## src/design/pdrj_pkg.sv

```systemverilog
`timescale 1ns / 1ps
// ----------------------------------------------------------------------------
// pdrj_pkg: shared types and constants of the packet impairment block
// Action codes, register indexes, widths and the request and response
// bundles of the shared remainder unit.
// ----------------------------------------------------------------------------
package pdrj_pkg;

  localparam int unsigned RngW   = 32;
  localparam int unsigned PctW   = 7;
  localparam int unsigned FieldW = 16;
  localparam int unsigned DivW   = FieldW + 1;
  localparam int unsigned CntW   = $clog2(RngW);
  localparam int unsigned IdxW   = 2;

  localparam logic [PctW-1:0] PctFull = PctW'(100);
  localparam logic [RngW-1:0] SeedOne = RngW'(1);

  typedef enum logic [1:0] {
    ACT_SEND = 2'd0,
    ACT_DROP = 2'd1,
    ACT_HOLD = 2'd2
  } action_e;

  typedef enum logic [IdxW-1:0] {
    REG_DROP    = 2'd0,
    REG_REORDER = 2'd1,
    REG_JITTER  = 2'd2,
    REG_SEED    = 2'd3
  } reg_idx_e;

  typedef struct packed {
    logic            start;
    logic [RngW-1:0] dividend;
    logic [DivW-1:0] divisor;
  } mod_req_t;

  typedef struct packed {
    logic            done;
    logic [DivW-1:0] rem;
  } mod_rsp_t;

endpackage

```

## src/design/pdrj_rng.sv

```systemverilog
`timescale 1ns / 1ps
// ----------------------------------------------------------------------------
// pdrj_rng: 32-bit xorshift generator
// Advances one draw per step and reloads from the seed on a load request.
// ----------------------------------------------------------------------------
module pdrj_rng import pdrj_pkg::*; (
  input  logic            clk_i,
  input  logic            rst_ni,
  input  logic            load_i,
  input  logic [RngW-1:0] seed_i,
  input  logic            step_i,
  output logic [RngW-1:0] next_o
);

  logic [RngW-1:0] state_q;
  logic [RngW-1:0] s1;
  logic [RngW-1:0] s2;
  logic [RngW-1:0] s3;

  always_comb begin
    s1 = state_q ^ (state_q << 13);
    s2 = s1 ^ (s1 >> 17);
    s3 = s2 ^ (s2 << 5);
    next_o = (s3 == '0) ? SeedOne : s3;
  end

  always_ff @(posedge clk_i or negedge rst_ni) begin
    if (!rst_ni) begin
      state_q <= SeedOne;
    end else if (load_i) begin
      state_q <= seed_i;
    end else if (step_i) begin
      state_q <= next_o;
    end
  end

endmodule

```

## src/design/pdrj_mod.sv

```systemverilog
`timescale 1ns / 1ps
// ----------------------------------------------------------------------------
// pdrj_mod: iterative remainder unit
// Restoring division of a 32-bit draw by a 17-bit divisor, one dividend bit
// per cycle; the remainder is valid with the done pulse.
// ----------------------------------------------------------------------------
module pdrj_mod import pdrj_pkg::*; (
  input  logic     clk_i,
  input  logic     rst_ni,
  input  mod_req_t req_i,
  output mod_rsp_t rsp_o
);

  logic            busy_q;
  logic            done_q;
  logic [CntW-1:0] cnt_q;
  logic [RngW-1:0] dvd_q;
  logic [DivW-1:0] dvs_q;
  logic [DivW-1:0] rem_q;
  logic [DivW:0]   trial;
  logic [DivW-1:0] rem_d;

  always_comb begin
    trial = {rem_q, dvd_q[RngW-1]};
    if (trial >= {1'b0, dvs_q}) begin
      rem_d = DivW'(trial - {1'b0, dvs_q});
    end else begin
      rem_d = trial[DivW-1:0];
    end
  end

  always_ff @(posedge clk_i or negedge rst_ni) begin
    if (!rst_ni) begin
      busy_q <= 1'b0;
      done_q <= 1'b0;
      cnt_q  <= '0;
    end else begin
      done_q <= 1'b0;
      if (req_i.start) begin
        busy_q <= 1'b1;
        cnt_q  <= '1;
      end else if (busy_q) begin
        cnt_q <= cnt_q - 1'b1;
        if (cnt_q == '0) begin
          busy_q <= 1'b0;
          done_q <= 1'b1;
        end
      end
    end
  end

  always_ff @(posedge clk_i) begin
    if (req_i.start) begin
      dvd_q <= req_i.dividend;
      dvs_q <= req_i.divisor;
      rem_q <= '0;
    end else if (busy_q) begin
      dvd_q <= {dvd_q[RngW-2:0], 1'b0};
      rem_q <= rem_d;
    end
  end

  assign rsp_o.done = done_q;
  assign rsp_o.rem  = rem_q;

endmodule

```

## src/design/packet_drop_reorder_jitter_impairer.sv

```systemverilog
`timescale 1ns / 1ps
// ----------------------------------------------------------------------------
// packet_drop_reorder_jitter_impairer: per-packet send, drop or hold decision
// A sequencer draws from a xorshift generator and reduces each draw through
// one shared iterative remainder unit for the reorder, drop and jitter rolls.
// ----------------------------------------------------------------------------
//   Channel  Direction  Handshake             Beat
//   in       input      in_valid_i/in_stall_o packet_id, packet_length
//   out      output     out_valid_o/out_stall_i action, id, length, delay, last
//   cfg      input      cfg_valid_i/cfg_ready_o register index and data
//
// The rolls run one after another in the shared remainder unit, which sets the rate.
// With impairment off a packet goes straight to its result beat; with it on it
// takes up to three rolls (reorder, drop, jitter). Releasing a held packet gives
// two result beats, each with its own rolls, and either beat may be stalled.
// Input is stalled from acceptance until the last result beat is taken.
// Reset leaves the generator at one, nothing held and all settings off.
// ----------------------------------------------------------------------------
module packet_drop_reorder_jitter_impairer import pdrj_pkg::*; (
  input  logic              clk_i,
  input  logic              rst_ni,
  input  logic              in_valid_i,
  output logic              in_stall_o,
  input  logic [FieldW-1:0] packet_id_i,
  input  logic [FieldW-1:0] packet_length_i,
  output logic              out_valid_o,
  input  logic              out_stall_i,
  output logic [1:0]        action_o,
  output logic [FieldW-1:0] out_packet_id_o,
  output logic [FieldW-1:0] out_length_o,
  output logic [FieldW-1:0] delay_ms_o,
  output logic              last_o,
  input  logic              cfg_valid_i,
  output logic              cfg_ready_o,
  input  logic [IdxW-1:0]   cfg_index_i,
  input  logic [RngW-1:0]   cfg_data_i
);

  typedef enum logic [2:0] {
    S_IDLE,
    S_REO_GO,
    S_REO_WAIT,
    S_DECIDE,
    S_DROP_WAIT,
    S_JIT_GO,
    S_JIT_WAIT,
    S_OUT
  } state_e;

  state_e            state_q;
  logic [PctW-1:0]   drop_q;
  logic [PctW-1:0]   reo_q;
  logic [FieldW-1:0] jit_q;
  logic [RngW-1:0]   seed_q;
  logic              held_valid_q;
  logic [FieldW-1:0] held_id_q;
  logic [FieldW-1:0] held_len_q;
  logic [FieldW-1:0] in_id_q;
  logic [FieldW-1:0] in_len_q;
  logic              two_q;
  logic              phase_q;
  logic              out_valid_q;
  action_e           act_q;
  logic [FieldW-1:0] out_id_q;
  logic [FieldW-1:0] out_len_q;
  logic [FieldW-1:0] delay_q;
  logic              last_q;

  logic              cfg_we;
  logic [PctW-1:0]   pct_sat;
  logic [RngW-1:0]   seed_d;
  logic              in_accept;
  logic              imp_off;
  logic [FieldW-1:0] cur_id;
  logic [FieldW-1:0] cur_len;
  logic              cur_last;
  logic              use_pct;
  logic [RngW-1:0]   rng_next;
  mod_req_t          mod_req;
  mod_rsp_t          mod_rsp;

  assign cfg_ready_o = (state_q == S_IDLE);
  assign cfg_we      = cfg_valid_i && cfg_ready_o;
  assign pct_sat     = (cfg_data_i[PctW-1:0] > PctFull) ? PctFull : cfg_data_i[PctW-1:0];
  assign in_stall_o  = (state_q != S_IDLE);
  assign in_accept   = in_valid_i && !in_stall_o;
  assign imp_off     = (drop_q == '0) && (reo_q == '0) && (jit_q == '0);
  assign cur_id      = phase_q ? held_id_q : in_id_q;
  assign cur_len     = phase_q ? held_len_q : in_len_q;
  assign cur_last    = !(two_q && !phase_q);

  always_comb begin
    if (cfg_index_i == REG_SEED) begin
      seed_d = (cfg_data_i == '0) ? SeedOne : cfg_data_i;
    end else begin
      seed_d = seed_q;
    end
  end

  always_comb begin
    use_pct = (state_q == S_REO_GO) || ((state_q == S_DECIDE) && (drop_q != '0));
    mod_req.start = (state_q == S_REO_GO) || (state_q == S_JIT_GO) ||
                    ((state_q == S_DECIDE) && ((drop_q != '0) || (jit_q != '0)));
    mod_req.dividend = rng_next;
    mod_req.divisor  = use_pct ? DivW'(PctFull) : ({1'b0, jit_q} + DivW'(1));
  end

  pdrj_rng u_rng (
    .clk_i  (clk_i),
    .rst_ni (rst_ni),
    .load_i (cfg_we),
    .seed_i (seed_d),
    .step_i (mod_req.start),
    .next_o (rng_next)
  );

  pdrj_mod u_mod (
    .clk_i  (clk_i),
    .rst_ni (rst_ni),
    .req_i  (mod_req),
    .rsp_o  (mod_rsp)
  );

  always_ff @(posedge clk_i or negedge rst_ni) begin
    if (!rst_ni) begin
      state_q      <= S_IDLE;
      drop_q       <= '0;
      reo_q        <= '0;
      jit_q        <= '0;
      seed_q       <= SeedOne;
      held_valid_q <= 1'b0;
      two_q        <= 1'b0;
      phase_q      <= 1'b0;
      out_valid_q  <= 1'b0;
      act_q        <= ACT_SEND;
      last_q       <= 1'b0;
    end else begin
      if (cfg_we) begin
        held_valid_q <= 1'b0;
        seed_q       <= seed_d;
        unique case (cfg_index_i)
          REG_DROP:    drop_q <= pct_sat;
          REG_REORDER: reo_q  <= pct_sat;
          REG_JITTER:  jit_q  <= cfg_data_i[FieldW-1:0];
          REG_SEED:    ;
          default:     ;
        endcase
      end
      unique case (state_q)
        S_IDLE: begin
          if (in_accept) begin
            in_id_q  <= packet_id_i;
            in_len_q <= packet_length_i;
            phase_q  <= 1'b0;
            two_q    <= held_valid_q && !imp_off;
            if (imp_off) begin
              act_q       <= ACT_SEND;
              out_id_q    <= packet_id_i;
              out_len_q   <= packet_length_i;
              delay_q     <= '0;
              last_q      <= 1'b1;
              out_valid_q <= 1'b1;
              state_q     <= S_OUT;
            end else if (held_valid_q) begin
              state_q <= S_DECIDE;
            end else if ((packet_length_i != '0) && (reo_q != '0)) begin
              state_q <= S_REO_GO;
            end else begin
              state_q <= S_DECIDE;
            end
          end
        end
        S_REO_GO: begin
          state_q <= S_REO_WAIT;
        end
        S_REO_WAIT: begin
          if (mod_rsp.done) begin
            if (mod_rsp.rem < DivW'(reo_q)) begin
              held_valid_q <= 1'b1;
              held_id_q    <= in_id_q;
              held_len_q   <= in_len_q;
              act_q        <= ACT_HOLD;
              out_id_q     <= in_id_q;
              out_len_q    <= in_len_q;
              delay_q      <= '0;
              last_q       <= 1'b1;
              out_valid_q  <= 1'b1;
              state_q      <= S_OUT;
            end else begin
              state_q <= S_DECIDE;
            end
          end
        end
        S_DECIDE: begin
          out_id_q  <= cur_id;
          out_len_q <= cur_len;
          last_q    <= cur_last;
          if (drop_q != '0) begin
            state_q <= S_DROP_WAIT;
          end else if (jit_q != '0) begin
            state_q <= S_JIT_WAIT;
          end else begin
            act_q       <= ACT_SEND;
            delay_q     <= '0;
            out_valid_q <= 1'b1;
            state_q     <= S_OUT;
          end
        end
        S_DROP_WAIT: begin
          if (mod_rsp.done) begin
            if (mod_rsp.rem < DivW'(drop_q)) begin
              act_q       <= ACT_DROP;
              delay_q     <= '0;
              out_valid_q <= 1'b1;
              state_q     <= S_OUT;
            end else if (jit_q != '0) begin
              state_q <= S_JIT_GO;
            end else begin
              act_q       <= ACT_SEND;
              delay_q     <= '0;
              out_valid_q <= 1'b1;
              state_q     <= S_OUT;
            end
          end
        end
        S_JIT_GO: begin
          state_q <= S_JIT_WAIT;
        end
        S_JIT_WAIT: begin
          if (mod_rsp.done) begin
            act_q       <= ACT_SEND;
            delay_q     <= mod_rsp.rem[FieldW-1:0];
            out_valid_q <= 1'b1;
            state_q     <= S_OUT;
          end
        end
        S_OUT: begin
          if (!out_stall_i) begin
            out_valid_q <= 1'b0;
            if (two_q && !phase_q) begin
              phase_q      <= 1'b1;
              held_valid_q <= 1'b0;
              state_q      <= S_DECIDE;
            end else begin
              state_q <= S_IDLE;
            end
          end
        end
        default: begin
          state_q <= S_IDLE;
        end
      endcase
    end
  end

  assign out_valid_o     = out_valid_q;
  assign action_o        = act_q;
  assign out_packet_id_o = out_id_q;
  assign out_length_o    = out_len_q;
  assign delay_ms_o      = delay_q;
  assign last_o          = last_q;

endmodule

```

## config.mk

```make
export PLATFORM = sky130hd
export DESIGN_NAME = packet_drop_reorder_jitter_impairer
export DESIGN_NICKNAME = d
export VERILOG_FILES = /design/src/design/pdrj_pkg.sv /design/src/design/pdrj_rng.sv /design/src/design/pdrj_mod.sv /design/src/design/packet_drop_reorder_jitter_impairer.sv
export SDC_FILE = /design/constraint.sdc
export NUM_CORES = 1
export LEC_CHECK = 0
export ABC_CLOCK_PERIOD_IN_PS = 14100
export BUFFER_PORTS_ARGS = -buffer_cell sky130_fd_sc_hd__buf_2
export CORE_ASPECT_RATIO = 2
export CORE_MARGIN = 10
export CORE_UTILIZATION = 30
export DETAILED_ROUTE_END_ITERATION = 12
export SLEW_MARGIN = 20
export SYNTH_ARGS = -nofsm -noshare
export SYNTH_HDL_FRONTEND = slang
export SYNTH_SLANG_ARGS = --single-unit
```

## constraint.sdc

```tcl
create_clock -name clk_i -period 14.1 [get_ports clk_i]
set_clock_uncertainty 0.15 [all_clocks]
set_input_delay 2.115 -clock clk_i [delete_from_list [all_inputs] [get_ports clk_i]]
set_output_delay 2.115 -clock clk_i [all_outputs]
set_load 0.02 [all_outputs]
```

* After elaboration in Yosys (flattened, before gate mapping)
Index checks and enable logic that the tools add are counted. W data, S select, Z words.
Word-level totals: register bits after elaboration 289, input bits 71, output and inout bits 54, logic and storage cells 189
Operators by class: $add $sub $neg 3, $lt $le $gt $ge 4, equal/unequal tests 19, muxes and demuxes 86, bitwise operators 3, reductions and logical operators 49
Operators with widths (count):
- $mux W16 | 19
- $mux W32 | 7
- $pmux W16 S3 | 2
- $pmux W16 S5 | 1
- $logic_not A32 Y1 | 2
- $xor A32 B32 Y32 | 2
- $lt A17 B7 Y1 | 2
- $reduce_bool A16 Y1 | 2
- $xor A32 B15 Y32 | 1
- $mux W2 | 15
- $mux W1 | 25
- $pmux W3 S8 | 1
- $mux W3 | 7
- $ge A18 B17 Y1 | 1
- $reduce_and A9 Y1 | 2
- $add A16 B1 Y17 const B | 1
- $mux W17 | 1
- $sub A17 B17 Y17 | 1
- $logic_not A16 Y1 | 1
- $logic_not A7 Y1 | 2
- $reduce_bool A7 Y1 | 2
- $eq A3 B3 Y1 const B | 4
- $mux W5 | 2
- $ne A2 B1 Y1 const B | 5
- 28 further kinds | 56

* Depth between registers and ports, before layout
Gate-level depths: netlist of the first run.
depth in word-level cells 7, depth in mapped cells 13, depth with buffers taken out 10

* Cells and area by module
Synthesis of the first run repeated with hierarchy kept, for this count alone.
Second synthesis, totals: cell total of the unflattened synthesis 1311, area, all modules 14805.4 um^2
Modules (own cells, without submodules):
- packet_drop_reorder_jitter_impairer | instances 1, cells each 722, area each 8528.2 um^2, sequential area each 5166.2 um^2
- pdrj_mod | instances 1, cells each 316, area each 3757.4 um^2, sequential area each 1986.9 um^2
- pdrj_rng | instances 1, cells each 273, area each 2519.9 um^2, sequential area each 802.0 um^2

* Worst setup path after synthesis of the first run
No wires, ideal clock.
kind input port to flip-flop, from input in_valid_i, to register out_len_q[0] (netlist: out_length_o[0]), enable pin, library setup time 0.501 ns, arrival 5.380 ns, required time 13.449 ns, setup slack 8.069 ns, cell stages on the path 2, path buffers 0, path through a41oi_1 > nor4_1
Between the ends: word-level cells in the longest chain between the ends 3
Ends and longest elaborated chain:
- start, declared | line packet_drop_reorder_jitter_impairer.sv:22 | input logic in_valid_i,
- $logic_and A1 B1 Y1 | line packet_drop_reorder_jitter_impairer.sv:86 | assign in_accept = in_valid_i && !in_stall_o;
- $ne A2 B1 Y1 (no line)
- $reduce_and A6 Y1 (no line)
- end signal, assigned | line packet_drop_reorder_jitter_impairer.sv:159 | out_len_q <= packet_length_i;
- end signal, assigned | line packet_drop_reorder_jitter_impairer.sv:184 | out_len_q <= in_len_q;
- end signal, assigned | line packet_drop_reorder_jitter_impairer.sv:196 | out_len_q <= cur_len;
- end, declared | line packet_drop_reorder_jitter_impairer.sv:65 | logic [FieldW-1:0] out_len_q;
No other way between the ends. A chain may end at the register's enable or synchronous reset.

* Worst setup path in the final report of the first run
from register state_q[2], to output in_stall_o
Between the ends: word-level cells in the longest chain between the ends 1
Ends and longest elaborated chain:
- start, declared | line packet_drop_reorder_jitter_impairer.sv:50 | state_e state_q;
- start signal, assigned | line packet_drop_reorder_jitter_impairer.sv:126 | state_q <= S_IDLE;
- start signal, assigned | line packet_drop_reorder_jitter_impairer.sv:163 | state_q <= S_OUT;
- start signal, assigned | line packet_drop_reorder_jitter_impairer.sv:165 | state_q <= S_DECIDE;
- $reduce_bool A3 Y1 | line packet_drop_reorder_jitter_impairer.sv:85 | assign in_stall_o = (state_q != S_IDLE);
- end, declared | line packet_drop_reorder_jitter_impairer.sv:23 | output logic in_stall_o,
No other way between the ends.

==> results of run 1 <==
==> layout make-up <==
class,count,area (um2)
antenna,3,7.507
clock buffer,38,832.0
clock inverter,15,148.9
fill,4866,31360
inverter,50,187.7
multi-input combinational,882,6185
sequential,289,7956
tap,638,798.3
timing repair buffer,139,735.7
==> how the worst max path moves through the flow <==
stage | startpoint | end
after floorplan | in_valid_i | out_length_o[0]
after global placement | rst_ni | out_length_o[3]
after detailed placement | rst_ni | out_length_o[9]
after CTS | state_q[2] | in_stall_o
after global routing | state_q[2] | in_stall_o
final | state_q[2] | in_stall_o
==> stage by stage <==
step	total power, mW	std cells	setup WS [ps]	hold slack [ps]
after floorplan	3.082	1285	8069	276.1
after CTS	4.489	2051	9725	299.8
after global placement	3.633	1998	9815	279.7
after detailed placement	3.681	1998	9808	286.2
after global routing	4.781	2051	9594	312.8
final	4.466	2054	9758	302.7
==> routing by layer <==
metal / up-vias / routed length, um
li1: 4912 / -
met1: 5053 / 15160
met2: 261 / 21370
met3: 91 / 1777
met4: 0 / 2085
met5: - / 0
==> cell families after synthesis <==
kind of cell / synth area share
flops: 0.5452
buf+inv: 0.03438
fa+ha+maj: 0.02967
compound gates: 0.1299
simple gates: 0.1197
xor+xnor: 0.06971
mux: 0.07143
==> cell usage in the layout, fill, tap and decap left out, drive strengths merged, types with 9 or more instances in the layout <==
cell type / synthesis / routed
a31oi: 9 / 9
buf: 31 / 139
dfxtp: 17 / 17
xnor2: 56 / 56
mux2i: 58 / 58
clkbuf: 33 / 38
and3: 18 / 18
inv: 49 / 52
a21oi: 48 / 48
nor4: 26 / 26
clkinv: 1 / 10
a21o: 10 / 10
or3: 10 / 10
nand2b: 11 / 11
xor2: 40 / 40
nand4: 11 / 11
edfxtp: 161 / 161
o211ai: 19 / 19
o21a: 18 / 18
ha: 33 / 33
a22o: 17 / 17
nor3: 19 / 19
mux2: 41 / 41
a211oi: 18 / 18
nand2: 145 / 145
nand3: 18 / 18
nor2: 53 / 53
o21ai: 117 / 117
dfrtp: 109 / 109
==> registers in the layout, indices dropped and copies added, names as in the netlist, 7 cells and up <==
register         flops
drop_q               7
in_id_q             16
held_id_q           16
jit_q               16
u_mod.rem_q         17
u_mod.dvs_q         17
reo_q                7
delay_ms_o          16
u_rng.state_q       32
out_length_o        16
u_mod.dvd_q         32
out_packet_id_o     16
in_len_q            16
seed_q              32
held_len_q          16
==> worst max-delay path: stages (launching register included) <==
cell and delay [ps]:
dfrtp_1 610, nor3_2 580, inv_1 130, buf_2 200
==> report_power, final <==
part           internal (mW)  total [mW]  switching [mW]
combinational          0.892        2.14            1.25
clock                  0.456       0.798           0.343
sequential              1.27        1.53           0.260
total                   2.61        4.47            1.85
==> summary.md, run 1 <==
| Metric | Value |
|---|---|
| CTS max path bufs | `3` |
| Syn Area/Cell | `approximately 11 um2` |
| Root Driver | `clkbuf_16` |
| Met3 Usage GRT | `0.02060` |
| Buffers on Ports | `~120` |
| Max Freq | `between 0.2 and 0.25 GHz` |
| Crit. End Element | `primary output` |
| Worst Tran Pin Value | `approximately 1100 ps` |
| Seq cells post-synth | `between 200 and 300` |
| Crit Path Category | `flop to primary output` |
| Final hold violation count | `0` |
| Final non-filler cell area | `around 17,000 um2` |
| Ports | `125` |
| GRT busiest layer | `met2` |
| First-pass iteration count of the detailed router | `5` |
| WP data required | `~12,000 ps` |
| Cell Rows | `between 100 and 150` |
| Synth top cells by count | `161 x edfxtp_1, 145 x nand2_1, 112 x o21ai_0, 109 x dfrtp_1, 58 x mux2i_1` |
| Share of layout cells above drive strength 1 | `0.1883` |
| Yosys top cell by area | `edfxtp_1` |
| Vias/cell | `about 5` |
| Top-count cell post-synth | `edfxtp_1` |
| GPL Wtd Cong | `0.9110` |
| Post-Place Cell Area | `15,840 um2` |
| WHS Path Cells | `0` |
| Synth top area share | `0.3313` |
| Max cap viols | `0` |
| Crit path launch type | `flop` |
| Post-synth EDFFs | `roughly 160` |
| Util after Layout | `0.3495` |
| Worst-Skew Late Latency | `570 ps` |
| Syn Nets | `1,390` |
| Ranking of synthesized cells by area | `edfxtp_1 33%, dfrtp_1 19%, mux2i_1 4.0%` |
| Final critical-path share of the clock period | `0.3079` |
| Die Y | `331.9 um` |
| Reg2reg end | `u_mod.dvd_q[13]` |
| Reg2reg start | `jit_q[0]` |
| Die X | `around 180 um` |
| Layout Nets | `~1,500` |
| Core Area | `roughly 48,000 um2` |
| Drt wl/cell | `slightly below 20 um` |
| First-pass GRT wire length | `approximately 63,000 um` |
| Die Footprint | `58,390 um2` |
| Total GRT Usage | `0.1364` |
| ANT nets after route | `0` |
| Sequential-to-total area share from yosys stat | `0.5452` |
| Hold WC Path Type | `flop to flop` |
| Met2 usage | `0.2511` |
| Final TNS setup | `0 ps` |
| CTS Buf Count | `29` |
| Ys flop type | `edfxtp_1` |
| Synth warnings | `0` |
| Asr flop ratio synth | `0.3841` |
| Area of the mapped netlist | `around 15,000 um2` |
| Hold Path End | `held_id_q[1]` |
| Area Growth Syn to Fin | `15.49%` |
| Min Tclk post-route | `4342 ps` |
| Rel. slew slack | `0.2796` |
| RSZ-0062 raised after global routing | `false` |
| Final Max Slew Viols | `0` |
| PostCTS Resize Cnt | `0` |
| Grt total ovfl | `0` |
| Leakage | `~6.9 nW` |
| DRT iter0 DRCs | `approximately 580` |
| Outcome | `complete, no violations` |
| Via count | `10,320` |
| Vias in the first global route | `10,690` |
| Total setup buffers inserted after CTS | `0` |
| Setup violations, final | `0` |
| Met1 usage | `0.1451` |
| Worst-path clk slew | `approximately 70 ps` |
| R2R cell count | `11` |
| Hold Buf Count CTS | `0` |
| Min-delay src | `in_id_q[1]` |
| Final WL | `40,390 um` |
| Detailed placer's ending HPWL | `~30,000 um` |
| Count of cell types in the netlist | `83` |
| FF-to-FF setup slack | `between 10,000 and 15,000 ps` |
| Peak VDD IR | `approximately 0.15 mV` |
| WP data arrival | `between 2000 and 2500 ps` |
| # DRC | `0` |
| CTS tree | `yes` |
| PD cells | `265.0 nW/um2` |
| Count of clock tree sinks | `between 200 and 300` |
| Initial antenna violation count | `3` |
| Largest net degree at the start of global routing | `71` |
| # H-tree levels | `1` |
| Synthesized netlist cell count | `1,285` |
| Initial Util | `0.3027` |
| Worst-path fanout max | `17` |
Power figures use the tool's default switching activity.
==> inputs of run 2 (changes only) <==
--- a/config.mk
+++ b/config.mk
@@ -5,7 +5,7 @@
 export SDC_FILE = /design/constraint.sdc
 export NUM_CORES = 1
 export LEC_CHECK = 0
-export ABC_CLOCK_PERIOD_IN_PS = 14100
+export ABC_CLOCK_PERIOD_IN_PS = 4000
 export BUFFER_PORTS_ARGS = -buffer_cell sky130_fd_sc_hd__buf_2
 export CORE_ASPECT_RATIO = 2
 export CORE_MARGIN = 10
==> constraint.sdc (replaced) <==
create_clock -name clk_i -period 4 [get_ports clk_i]
set_clock_uncertainty 0.15 [all_clocks]
set_input_delay 0.6 -clock clk_i [delete_from_list [all_inputs] [get_ports clk_i]]
set_output_delay 0.6 -clock clk_i [all_outputs]
set_load 0.02 [all_outputs]
==> run 2 against run 1 <==
  * Routed wire length rose by 1.4%
  * Clock power rose to 3.5 times the previous value
  * Cell count rose by 0.24%
  * Core utilization increased by 0.052 points
  * Global-route usage grew 0.20 points
  * Sequential cell count unchanged
  * Critical path depth increased by 6
  * Via count decreased by 0.37%
  * Cell area increased by 0.15%
  * Register-to-register slack lost 9900 ps
  * Critical path type is now flop to flop
  * Critical endpoint is now u_mod.rem_q[3]
  * Highest routed layer is now met5
==> summary.md, run 2 (synthesis results as in run 1) <==
| Metric | Value |
|---|---|
| Die Footprint | `58,390 um2 (unchanged)` |
| Via count | `10,280 (-0.37%)` |
| CTS Buf Count | `29 (unchanged)` |
| Vias in the first global route | `10,830 (+1.3%)` |
| Grt total ovfl | `0 (unchanged)` |
| Buffers on Ports | `124 (unchanged)` |
| Antenna Cells | `0 (-3)` |
| Total setup buffers inserted after CTS | `0 (unchanged)` |
| RSZ-0062 raised after global routing | `false` |
| Commonest non-fill, non-tap cell in the layout | `edfxtp_1` |
| Outcome | `complete, no violations` |
| Final WL | `40,950 um (+1.4%)` |
| Util after Layout | `0.3500 (+0.0005190)` |
| Die Y | `331.9 um (unchanged)` |
| Ports | `125 (unchanged)` |
| WP data arrival | `3660 ps (+1580 ps)` |
| Total GRT Usage | `0.1383 (+0.001966)` |
| Fillers | `4,913 (+0.97%)` |
| Crit path launch type | `flop` |
| Area Growth Syn to Fin | `15.66%` |
| Crit. End Element | `flop` |
| Worst-path fanout max | `20 (+3)` |
| Vias/cell | `4.992 (-0.61%)` |
| Leakage | `6.951 nW (+0.15%)` |
| Setup violations, final | `0 (unchanged)` |
| Final Total Pwr | `15.90 mW (+260%)` |
| Most frequent cells in the layout | `161 x edfxtp_1, 143 x nand2_1, 123 x buf_2, 112 x o21ai_0, 109 x dfrtp_1` |
| Worst-Skew Late Latency | `570 ps (about the same)` |
| Final hold violation count | `0 (unchanged)` |
| Worst Tran Pin Value | `1066 ps (-11.27 ps)` |
| CTS tree | `yes` |
| Cell Rows | `114 (unchanged)` |
| WHS | `21.62 ps (-281.1 ps)` |
| Drt wl/cell | `19.89 um (+1.1%)` |
| PostCTS Resize Cnt | `0 (unchanged)` |
| Hold WC Path Type | `primary input to asynchronous set/reset pin` |
| First-pass GRT wire length | `63,730 um (+1.2%)` |
| Largest net degree at the start of global routing | `73 (+2.8%)` |
| GPL Wtd Cong | `0.8937 (-1.9%)` |
| Min Tclk post-route | `between 3000 and 4000 ps` |
| PD cells | `942.3 nW/um2 (+260%)` |
| Final critical-path share of the clock period | `0.8444` |
| ANT nets after route | `0 (unchanged)` |
| Root Driver | `clkbuf_16` |
| Peak VDD IR | `0.5198 mV (+240%)` |
| Initial antenna violation count | `1 (-2)` |
| Final TNS setup | `0 ps (unchanged)` |
| WP data required | `4280 ps (-7560 ps)` |
| Largest registers | `seed_q x32, u_mod.dvd_q x32, u_rng.state_q x32` |
| Initial Util | `0.3027 (unchanged)` |
| # H-tree levels | `1 (unchanged)` |
| Max cap viols | `0 (unchanged)` |
| Share of layout cells above drive strength 1 | `0.1907 (+0.002459)` |
| CTS max path bufs | `3 (unchanged)` |
| First-pass iteration count of the detailed router | `5 (unchanged)` |
| Crit Path Category | `flop to flop` |
| Worst-path clk slew | `70 ps (about the same)` |
| Final Max Slew Viols | `0 (unchanged)` |
| # DRC | `0 (unchanged)` |
| Layout Nets | `1,503 (+0.47%)` |
| Die X | `175.9 um (unchanged)` |
| Rel. slew slack | `0.2870 (+0.007432)` |
| Max Freq | `between 0.2 and 0.3 GHz` |
| Detailed placer's ending HPWL | `30,940 um (+2.6%)` |
| Core Area | `48,210 um2 (unchanged)` |
| DRT iter0 DRCs | `507 (-12%)` |
| Hold Buf Count CTS | `0 (unchanged)` |
| Count of clock tree sinks | `289 (unchanged)` |
[run 2: cell types whose count changed in the layout (fill, tap and decap cells not counted), moves of 2 or more]
cell / previous run / this run
buf_4: 16 / 22
inv_6: 2 / 4
diode_2: 3 / 0
clkbuf_16: 31 / 29
clkbuf_8: 3 / 0
[run 2: final timing paths]
| path | startpoint | end | slack [ps] | cells past startpoint |
|---|---|---|---|---|
| max | u_mod.rem_q[1] | u_mod.rem_q[3] | 620 | 9 |
| min reg2reg | in_id_q[15] | held_id_q[15] | 300 | 0 |
| max in group asynchronous | rst_ni | u_rng.state_q[25] | 2230 | 3 |
| min | rst_ni | jit_q[13] | 20 | 2 |
| max reg2reg | u_mod.rem_q[1] | u_mod.rem_q[3] | 620 | 9 |
| min in group clk_i | packet_id_i[6] | in_id_q[6] | 70 | 1 |
[run 2: through the flow]
step / cells / setup WS [ps] / instance area [um2]
2_1_floorplan: 1285 / 29.28 / 14600
3_3_place_gp: 2005 / 756.0 / 15920
3_5_place_dp: 2005 / 641.0 / 15920
4_1_cts: 2059 / 645.6 / 16870
5_1_grt: 2059 / 397.0 / 16880
6_report: 2059 / 622.5 / 16880
[run 2: routing by layer]
metal	part of all wire	global-route usage
met3	0.041	0.02083
met4	0.054	0.07642
met5	0.00032	0
met1	0.38	0.1466
met2	0.52	0.2539
[run 2: area by class of cell]
class | instances | area (um2) | area share
clock buffer | 33 | 740.7 | 0.04389
inverter | 50 | 187.7 | 0.01112
timing repair buffer | 146 | 800.8 | 0.04745
tap | 638 | 798.3 | 0.04730
clock inverter | 21 | 216.5 | 0.01283
sequential | 289 | 7955 | 0.4714
multi-input combinational | 882 | 6177 | 0.3660
[run 2: critical path, stage by stage (launching register included)]
cell and delay [ps]:
dfxtp_1 500, ha_1 350, nor2b_1 190, o31a_1 330
o31ai_4 240, a31oi_2 150, a21boi_2 720, buf_4 300
mux2i_1 220, a21oi_1 90
[run 2: power by group]
part / switching (mW) / leakage (nW) / internal [mW]
Clock: 1.23 / 0.466 / 1.55
Combinational: 4.56 / 3.45 / 3.20
Sequential: 0.902 / 3.03 / 4.46
Total: 6.70 / 6.95 / 9.21
==> inputs of run 3 (changes only) <==
--- a/config.mk
+++ b/config.mk
@@ -5,7 +5,7 @@
 export SDC_FILE = /design/constraint.sdc
 export NUM_CORES = 1
 export LEC_CHECK = 0
-export ABC_CLOCK_PERIOD_IN_PS = 4000
+export ABC_CLOCK_PERIOD_IN_PS = 3000
 export BUFFER_PORTS_ARGS = -buffer_cell sky130_fd_sc_hd__buf_2
 export CORE_ASPECT_RATIO = 2
 export CORE_MARGIN = 10
==> constraint.sdc (replaced) <==
create_clock -name clk_i -period 3 [get_ports clk_i]
set_clock_uncertainty 0.15 [all_clocks]
set_input_delay 0.45 -clock clk_i [delete_from_list [all_inputs] [get_ports clk_i]]
set_output_delay 0.45 -clock clk_i [all_outputs]
set_load 0.02 [all_outputs]
==> run 3 against run 2 <==
  * Core utilization up 1.9 points
  * Die area unchanged
  * Non-clock buffer count up 77
  * Cell count grew 3.8%
  * Cell area increased by 5.5%
  * Critical path type unchanged
  * Largest cell class unchanged
==> summary.md, run 3 (synthesis results as in run 1) <==
| Metric | Value |
|---|---|
| Reg2reg end | `delay_ms_o[12]` |
| Worst-path fanout max | `16 (-20%)` |
| Final Max Slew Viols | `0 (unchanged)` |
| Vias in the first global route | `11,180 (+3.2%)` |
| Max Freq | `0.3442 GHz (+16%)` |
| Critical Path End | `delay_ms_o[12]` |
| Count of clock tree sinks | `289 (unchanged)` |
| Crit. End Element | `flop` |
| Antenna Cells | `0 (unchanged)` |
| DRT iter0 DRCs | `542 (+6.9%)` |
| Root Driver | `clkbuf_16` |
| FF-to-FF setup slack | `90 ps (-530 ps)` |
| ANT nets after route | `0 (unchanged)` |
| Total GRT Usage | `0.1388 (+0.0004091)` |
| First-pass iteration count of the detailed router | `5 (unchanged)` |
| Rel. slew slack | `0.5198 (+0.2328)` |
| Min Tclk post-route | `2906 ps (-471.9 ps)` |
| Outcome | `complete, no violations` |
| Crit path launch type | `flop` |
| Final WS setup | `94.37 ps (-528.1 ps)` |
| Post-Place Worst Slack | `77.41 ps (-563.5 ps)` |
| PD cells | `1243 nW/um2 (+32%)` |
| Ports | `125 (unchanged)` |
| Area Growth Syn to Fin | `22.05%` |
| Cell Rows | `114 (unchanged)` |
| Initial Util | `0.3027 (unchanged)` |
| First-pass GRT wire length | `64,250 um (+0.81%)` |
| Layout Nets | `1,581 (+5.2%)` |
| Final TNS setup | `0 ps (unchanged)` |
| CTS max path bufs | `3 (unchanged)` |
| Die Y | `331.9 um (unchanged)` |
| Setup violations, final | `0 (unchanged)` |
| Final hold violation count | `0 (unchanged)` |
| Worst Tran Pin Value | `719.5 ps (-346.2 ps)` |
| Largest net degree at the start of global routing | `112 (+53%)` |
| Vias/cell | `5.011 (+0.37%)` |
| Drt wl/cell | `19.33 um (-2.8%)` |
| Die Footprint | `58,390 um2 (unchanged)` |
| Final Total Pwr | `22.13 mW (+39%)` |
| Final critical-path share of the clock period | `0.9685 (+0.1242)` |
| Worst-path clk slew | `60 ps (about the same)` |
| CTS tree | `yes` |
| Largest registers | `seed_q x32, u_mod.dvd_q x32, u_rng.state_q x32` |
| Leakage | `7.400 nW (+6.5%)` |
| Hold WC Path Type | `primary input to flop` |
| Detailed placer's ending HPWL | `30,880 um (-0.19%)` |
| Most frequent cells in the layout | `161 x edfxtp_1, 142 x nand2_1, 123 x buf_2, 112 x o21ai_0, 109 x dfrtp_1` |
| Peak VDD IR | `0.7426 mV (+43%)` |
| Reg2reg start | `u_mod.rem_q[13]` |
| Core Area | `48,210 um2 (unchanged)` |
| Commonest non-fill, non-tap cell in the layout | `edfxtp_1` |
| GPL Wtd Cong | `0.9160 (+2.5%)` |
| CTS Buf Count | `30 (+3.4%)` |
| Setup crit start | `u_mod.rem_q[13]` |
| R2R cell count | `8 (-1)` |
| Min-delay src | `cfg_data_i[23]` |
| WHS | `23.76 ps (+2.142 ps)` |
| Max cap viols | `0 (unchanged)` |
| Via count | `10,710 (+4.2%)` |
| Grt total ovfl | `0 (unchanged)` |
| Initial antenna violation count | `2 (+1)` |
| WP data arrival | `3040 ps (-620 ps)` |
| Buffers on Ports | `124 (unchanged)` |
| Crit Path Category | `flop to flop` |
| Util after Layout | `0.3694 (+0.01936)` |
| WP data required | `3140 ps (-1140 ps)` |
| Die X | `175.9 um (unchanged)` |
| Share of layout cells above drive strength 1 | `0.2080 (+0.01729)` |
| Worst-Skew Late Latency | `570 ps (about the same)` |
| # DRC | `0 (unchanged)` |
| Final WL | `41,330 um (+0.91%)` |
| # H-tree levels | `1 (unchanged)` |
-- run 3: cell types whose count changed in the layout (fill, tap and decap cells not counted), sizes merged --
cell,change
clkbuf,+3
clkinv,-2
bufinv,+2
dlygate4sd3,+42
clkinvlp,-2
inv,+1
buf,+35
-- run 3: area by class of cell --
type	count	area, um2
repair buffers	223	1584
clock buffers	36	804.5
multi-input cells	882	6222
flip-flops and latches	289	7955
fillers	4809	30400
inverters	50	190.2
clock inverters	20	255.2
well taps	638	798.3
-- run 3: timing repair --
item                       4_1_cts  5_1_grt
resized for setup                0        7
setup endpoints to repair        0      112
buffers inserted                 0        0
hold buffers                    42        0
hold endpoints to repair       150        0
-- run 3: stage by stage --
stage / instance area [um2] / std cells
final: 17810 / 2138
after global routing: 17810 / 2138
after CTS: 17780 / 2138
after detailed placement: 16300 / 2040
after global placement: 16300 / 2040
after floorplan: 14630 / 1285
-- run 3: metal layers --
| metal | GRT usage | routed length, um |
|---|---|---|
| met1 | 0.1453 | 15470 |
| met2 | 0.2557 | 21780 |
| met3 | 0.01957 | 1662 |
| met4 | 0.08095 | 2396 |
| met5 | 0 | 13 |
-- run 3: power breakdown --
group          switching (mW)  total (mW)  internal [mW]
Combinational            6.35        11.2           4.81
Sequential               1.02        6.97           5.95
Clock                    1.63        4.00           2.36
-- run 3: worst min-delay path by stage --
| stage | endpoint | slack, ps | cells after the start |
|---|---|---|---|
| 2_1_floorplan | action_o[0] | 4 | 0 |
| 3_3_place_gp | held_len_q[9] | 280 | 0 |
| 3_5_place_dp | held_id_q[13] | 290 | 0 |
| 4_1_cts | seed_q[23] | 2 | 2 |
| 5_1_grt | jit_q[8] | 20 | 3 |
| 6_report | seed_q[23] | 20 | 2 |
-- run 3: critical path, stage by stage (launching register included) --
cell,delay (ps)
dfxtp_1,400
nor4_1,560
buf_4,240
nand4b_1,150
a21o_1,210
o21ai_0,270
nand4b_1,230
nor2_1,220
buf_12,180
